$ cat src/rtl/prk_pkg.sv
// types, constants and the restoring divide step for pixel_to_ray_key
// no dependencies; imported by the top level and its checker
package prk_pkg;

    localparam int COORD_W  = 16;
    localparam int WORD_W   = 32;
    localparam int KEY_W    = 64;
    localparam int DEPTH_W  = 20;
    localparam int AZIM_W   = 18;
    localparam int ELEV_W   = 14;
    localparam int FRAME_W  = 12;
    localparam int CFG_IDX_W = 1;

    localparam logic [CFG_IDX_W-1:0] CFG_IMAGE_WIDTH  = 1'd0;
    localparam logic [CFG_IDX_W-1:0] CFG_IMAGE_HEIGHT = 1'd1;

    localparam logic [COORD_W-1:0] WIDTH_RESET  = 16'd640;
    localparam logic [COORD_W-1:0] HEIGHT_RESET = 16'd480;

    localparam logic [DEPTH_W-1:0] DEPTH_MAX = '1;

    // quotient bits produced by the azimuth and elevation dividers; elevation runs
    // with its dividend scaled by 2^(QUOT_W-ELEV_W)
    localparam int QUOT_W          = AZIM_W;
    localparam int REM_W           = COORD_W;
    localparam int DIVIDEND_W      = QUOT_W + REM_W;
    localparam int ELEV_PAD        = QUOT_W - ELEV_W;
    localparam int STEPS_PER_STAGE = 3;
    localparam int DIV_STAGES      = QUOT_W / STEPS_PER_STAGE;
    // input register, divide stages, output register
    localparam int PIPE_LATENCY    = DIV_STAGES + 2;

    typedef struct packed {
        logic [REM_W-1:0]  rem;
        logic [QUOT_W-1:0] shq;   // dividend bits shifting out, quotient bits shifting in
    } div_state_t;

    typedef struct packed {
        logic               az_clamp;
        logic               el_clamp;
        logic [DEPTH_W-1:0] depth;
        logic [FRAME_W-1:0] frame;
    } side_t;

    function automatic div_state_t div_step(div_state_t s, logic [REM_W-1:0] span);
        logic [REM_W:0] trial;
        div_state_t     r;
        trial = {s.rem, s.shq[QUOT_W-1]};
        if (trial >= {1'b0, span})
        begin
            r.rem = REM_W'(trial - {1'b0, span});
            r.shq = {s.shq[QUOT_W-2:0], 1'b1};
        end
        else
        begin
            r.rem = trial[REM_W-1:0];
            r.shq = {s.shq[QUOT_W-2:0], 1'b0};
        end
        return r;
    endfunction

    function automatic logic [REM_W-1:0] size_to_span(logic [COORD_W-1:0] size);
        logic [REM_W-1:0] span;
        if (size < COORD_W'(2))
        begin
            span = REM_W'(1);
        end
        else
        begin
            span = size - COORD_W'(1);
        end
        return span;
    endfunction

endpackage

$ cat src/rtl/pixel_to_ray_key.sv
// pixel_to_ray_key top level: pixel coordinates scaled to azimuth and elevation codes
// by a pipelined restoring divider, packed with depth and frame into one key
// depends on prk_pkg
//
//  channel   handshake               payload
//  input     start (busy always low) pixel_col, pixel_row, frame_number, depth_value
//  result    done strobe, one cycle  ray_key
//  config    cfg_write               cfg_index, cfg_data
//
// one transaction enters per cycle; done and ray_key come from the output register,
// behind the input register and the divide stages
// the pipeline holds 18 divide steps, 3 per stage over 6 stages, between input and output registers
// rst_n clears valid bits and sets image size to 640 by 480
// the result side cannot stall, so the pipeline never holds
module pixel_to_ray_key
    import prk_pkg::*;
(
    input  logic                 clk,
    input  logic                 rst_n,
    input  logic                 start,
    output logic                 busy,
    input  logic [COORD_W-1:0]   pixel_col,
    input  logic [COORD_W-1:0]   pixel_row,
    input  logic [WORD_W-1:0]    frame_number,
    input  logic [WORD_W-1:0]    depth_value,
    input  logic                 cfg_write,
    input  logic [CFG_IDX_W-1:0] cfg_index,
    input  logic [COORD_W-1:0]   cfg_data,
    output logic                 done,
    output logic [KEY_W-1:0]     ray_key
);

    logic [REM_W-1:0] span_w_reg;
    logic [REM_W-1:0] span_h_reg;

    logic       valid_reg [0:DIV_STAGES];
    div_state_t az_reg    [0:DIV_STAGES];
    div_state_t el_reg    [0:DIV_STAGES];
    side_t      side_reg  [0:DIV_STAGES];

    div_state_t az_next [1:DIV_STAGES];
    div_state_t el_next [1:DIV_STAGES];

    logic [DIVIDEND_W-1:0] az_dividend;
    logic [DIVIDEND_W-1:0] el_dividend;
    logic [DIVIDEND_W-ELEV_PAD-1:0] el_product;
    side_t side_in;
    logic  accept;

    logic [AZIM_W-1:0] azim_code;
    logic [ELEV_W-1:0] elev_code;
    side_t             side_last;

    logic              done_reg;
    logic [KEY_W-1:0]  key_reg;
    logic [KEY_W-1:0]  key_next;

    assign busy   = 1'b0;
    assign accept = start && !busy;

    // configuration, kept as divisor spans
    always_ff @(posedge clk or negedge rst_n)
    begin
        if (!rst_n)
        begin
            span_w_reg <= size_to_span(WIDTH_RESET);
            span_h_reg <= size_to_span(HEIGHT_RESET);
        end
        else if (cfg_write)
        begin
            case (cfg_index)
                CFG_IMAGE_WIDTH:  span_w_reg <= size_to_span(cfg_data);
                CFG_IMAGE_HEIGHT: span_h_reg <= size_to_span(cfg_data);
                default:          span_w_reg <= span_w_reg;
            endcase
        end
    end

    // dividends: coordinate times (2^n - 1) as shift and subtract
    assign az_dividend = {pixel_col, {QUOT_W{1'b0}}} - {{QUOT_W{1'b0}}, pixel_col};
    assign el_product  = {pixel_row, {ELEV_W{1'b0}}} - {{ELEV_W{1'b0}}, pixel_row};
    assign el_dividend = {el_product, {ELEV_PAD{1'b0}}};

    always_comb
    begin
        side_in.az_clamp = (pixel_col >= span_w_reg);
        side_in.el_clamp = (pixel_row >= span_h_reg);
        side_in.depth    = (depth_value > WORD_W'(DEPTH_MAX)) ? DEPTH_MAX
                                                              : depth_value[DEPTH_W-1:0];
        side_in.frame    = frame_number[FRAME_W-1:0];
    end

    // input register
    always_ff @(posedge clk or negedge rst_n)
    begin
        if (!rst_n)
        begin
            valid_reg[0] <= 1'b0;
        end
        else
        begin
            valid_reg[0] <= accept;
        end
    end

    always_ff @(posedge clk)
    begin
        az_reg[0]   <= '{rem: az_dividend[DIVIDEND_W-1:QUOT_W], shq: az_dividend[QUOT_W-1:0]};
        el_reg[0]   <= '{rem: el_dividend[DIVIDEND_W-1:QUOT_W], shq: el_dividend[QUOT_W-1:0]};
        side_reg[0] <= side_in;
    end

    // divide stages
    for (genvar g = 1; g <= DIV_STAGES; g++)
    begin : g_stage
        always_comb
        begin
            az_next[g] = az_reg[g-1];
            el_next[g] = el_reg[g-1];
            for (int k = 0; k < STEPS_PER_STAGE; k++)
            begin
                az_next[g] = div_step(az_next[g], span_w_reg);
                el_next[g] = div_step(el_next[g], span_h_reg);
            end
        end

        always_ff @(posedge clk or negedge rst_n)
        begin
            if (!rst_n)
            begin
                valid_reg[g] <= 1'b0;
            end
            else
            begin
                valid_reg[g] <= valid_reg[g-1];
            end
        end

        always_ff @(posedge clk)
        begin
            az_reg[g]   <= az_next[g];
            el_reg[g]   <= el_next[g];
            side_reg[g] <= side_reg[g-1];
        end
    end

    // clamp and pack
    assign side_last = side_reg[DIV_STAGES];
    assign azim_code = side_last.az_clamp ? '1 : az_reg[DIV_STAGES].shq;
    assign elev_code = side_last.el_clamp ? '1 : el_reg[DIV_STAGES].shq[QUOT_W-1:ELEV_PAD];
    assign key_next  = {side_last.depth, azim_code, elev_code, side_last.frame};

    always_ff @(posedge clk or negedge rst_n)
    begin
        if (!rst_n)
        begin
            done_reg <= 1'b0;
        end
        else
        begin
            done_reg <= valid_reg[DIV_STAGES];
        end
    end

    always_ff @(posedge clk)
    begin
        key_reg <= key_next;
    end

    assign done    = done_reg;
    assign ray_key = key_reg;

endmodule

$ cat config.mk
export PLATFORM = sky130hd
export DESIGN_NAME = pixel_to_ray_key
export DESIGN_NICKNAME = d
export VERILOG_FILES = /design/src/rtl/prk_pkg.sv /design/src/rtl/pixel_to_ray_key.sv
export SDC_FILE = /design/constraint.sdc
export NUM_CORES = 2
export LEC_CHECK = 0
export BUFFER_PORTS_ARGS = -buffer_cell sky130_fd_sc_hd__buf_4
export CORE_AREA = 5 5 361 221
export DETAILED_ROUTE_END_ITERATION = 6
export DIE_AREA = 0 0 366 226
export HOLD_SLACK_MARGIN = 0.1
export PLACE_DENSITY = 0.73
export SYNTH_ARGS = -nofsm -noshare
export SYNTH_HDL_FRONTEND = slang
export SYNTH_SLANG_ARGS = --single-unit
$ cat constraint.sdc
create_clock -name clk -period 12.2 [get_ports clk]
set_clock_uncertainty 0.15 [all_clocks]
set_input_delay 1.22 -clock clk [delete_from_list [all_inputs] [get_ports clk]]
set_output_delay 1.22 -clock clk [all_outputs]
set_load 0.05 [all_outputs]
==> flow_summary.json <==
{
  "status": "complete, no violations",
  "antenna_found_initial": 3,
  "relSlewSlack": 0.278,
  "largest_reg_flops": 238,
  "final_common_cell": "dfxtp_1",
  "regToRegSetupSlack_ns": 1.63,
  "regArea_mm2": 0.0151,
  "wire_per_inst_um": 19.4,
  "clkLatencyLatePin_ns": 0.70,
  "dieWidth_um": 366,
  "clk_pin_slew_ns": 0.07,
  "fin_util": 0.657,
  "worst_path_most_repeated_cell": "o21ai_0",
  "syn_inst": 4867,
  "start_kind": "flop",
  "die_area_mm2": 0.0827,
  "gp_congestion": 0.946,
  "post-route-period-util": 0.867,
  "multiInputGateArea_mm2": 0.0288,
  "first_pass_iters": 6,
  "dpl_cell_area_mm2": 0.0477,
  "start_util": 0.591,
  "mappedNetlistNets": 5563,
  "report.final.slew_viol_count": 0,
  "cts_sinks": 742,
  "htree_levels": 3,
  "fin_crit_ns": 10.57,
  "setup_viol_count_final": 0,
  "crit_start": "span_w_reg[1]",
  "diodes": 0,
  "cp.arrival_ns": 10.97,
  "hold_viol": 0,
  "synthFlopType": "dfxtp_1",
  "worst_r2r_endpoint": "az_reg[5][32]",
  "routed_via_density": 5.94,
  "ios": 183,
  "seq_area_frac_synth": 0.334,
  "synth_area_per_cell_um2": 9.27,
  "final_cell_mix": "dfxtp_1 (702), ha_1 (549), nor2_1 (342)",
  "min_path_cells": 0,
  "grt_max_degree": 41,
  "crit_required_ns": 12.60,
  "n_fill_cell": 6263,
  "worstMarginPinSlew_ns": 1.08,
  "cts_tree": "yes",
  "grt_pass1_wl_mm": 185,
  "synth_cell_types": 96,
  "min_path_type": "flop to flop",
  "r2r_cells": 32,
  "rsz0062_at_grt": "no",
  "grt_pass1_vias": 33500,
  "min_from": "az_reg[5][8]",
  "synth_edf_count": 0,
  "clk_path_buf_depth": 3,
  "cts_buffers": 70,
  "num_vias": 36500,
  "dpl.hpwl_mm": 90.6,
  "end_kind": "flop",
  "nNetsFinal": 5769,
  "cap_violations": 0,
  "wirelength_mm": 119,
  "crit_fanout": 29,
  "dieHeight_um": 226,
  "fin_tns_setup_ns": 0,
  "timing.rr.start": "span_w_reg[1]",
  "drive_above_1_share": 0.142,
  "holdPathEnd": "az_reg[6][11]",
  "max_stage_delay_ns": 0.84,
  "netlist_area_mm2": 0.0451,
  "crit_type": "flop to flop",
  "ys_ff_latch": 742,
  "post-cts-setup-buffers": 0,
  "hold_slack_ns": 0.129,
  "yosysWarnings": 0,
  "ant_nets": 0,
  "cts_resized": 0,
  "drt-initial-drc-count": 3486,
  "async_flop_share": 0.0539,
  "num_rows": 79,
  "io_buffer_count": 161,
  "clock.fmax_mhz": 94.6,
  "area_delta_synth_final_pct": 11.3,
  "cp_slowest_cell": "dfstp_2",
  "grtUsageTotal": 0.279,
  "cts_root_buffer": "clkbuf_16",
  "overflow": 0,
  "core_mm2": 0.0764,
  "finalInstanceArea_mm2": 0.0502,
  "hold_buffers": 0,
  "route.detailed.drc": 0
}
==> metal layers <==
metal	vias to the layer above	global-route usage	wire length (um)
met5	-	0	13
met4	2	0.0576	2130
met3	155	0.104	14200
met2	1370	0.356	42400
met1	16900	0.437	60100
li1	18000	-	-
==> worst max-delay path: cells and delay by family, from the launching register on <==
family                     cells  cell delay [ns]
and+or+nand+nor                4             1.06
DFF                            1             0.84
muxes                          3             1.22
buffers and inverters          4             1.23
adders and majority gates      3             1.05
AOI/OAI and AO/OA             18             4.81
==> per-stage QoR <==
stage          std cells  setup WS, ns
2_1_floorplan       4867          3.30
3_3_place_gp        6013          2.26
3_5_place_dp        6013          1.94
4_1_cts             6139          1.90
5_1_grt             6139          1.20
6_report            6139          1.63
==> synth_stat cells, types with 61 or more instances <==
cell,number,area [um^2]
dfxtp_1,702,14100
ha_1,549,6870
nor2_1,342,1280
a21oi_1,330,1650
nand2_1,310,1160
o21ai_0,297,1490
xnor2_1,269,2360
mux2_2,252,2840
inv_1,237,890
a21o_1,150,1130
xor2_1,140,1230
nor3_1,87,435
o21a_1,87,653
nand4_1,79,494
or2_2,75,469
nand2b_1,73,457
nor2b_1,69,432
nand3_1,61,305
==> cell families after synthesis <==
kind of cell / synth area share
compound gates: 0.182
buf+inv: 0.0279
flops: 0.334
xor+xnor: 0.0794
fa+ha+maj: 0.165
mux: 0.0734
other cells: 0.0000831
simple gates: 0.138
==> worst max-delay path by stage <==
stage                               end  slack (ns)
after floorplan           el_reg[3][25]        3.30
after global placement    az_reg[5][23]        2.26
after detailed placement  az_reg[5][21]        1.94
after CTS                 az_reg[5][32]        1.90
after global routing      az_reg[5][32]        1.20
final                     az_reg[5][32]        1.63
==> cell type report <==
cell class                 instances  share of cell area
tap                             1012              0.0252
clock inverter                    43              0.0125
clock buffer                      83              0.0377
multi-input combinational       3802               0.574
timing repair buffer             217              0.0324
sequential                       742               0.300
inverter                         240              0.0179
Power is not shown: default switching activity piles up to over one toggle a cycle in this logic, so the estimate is an artifact.
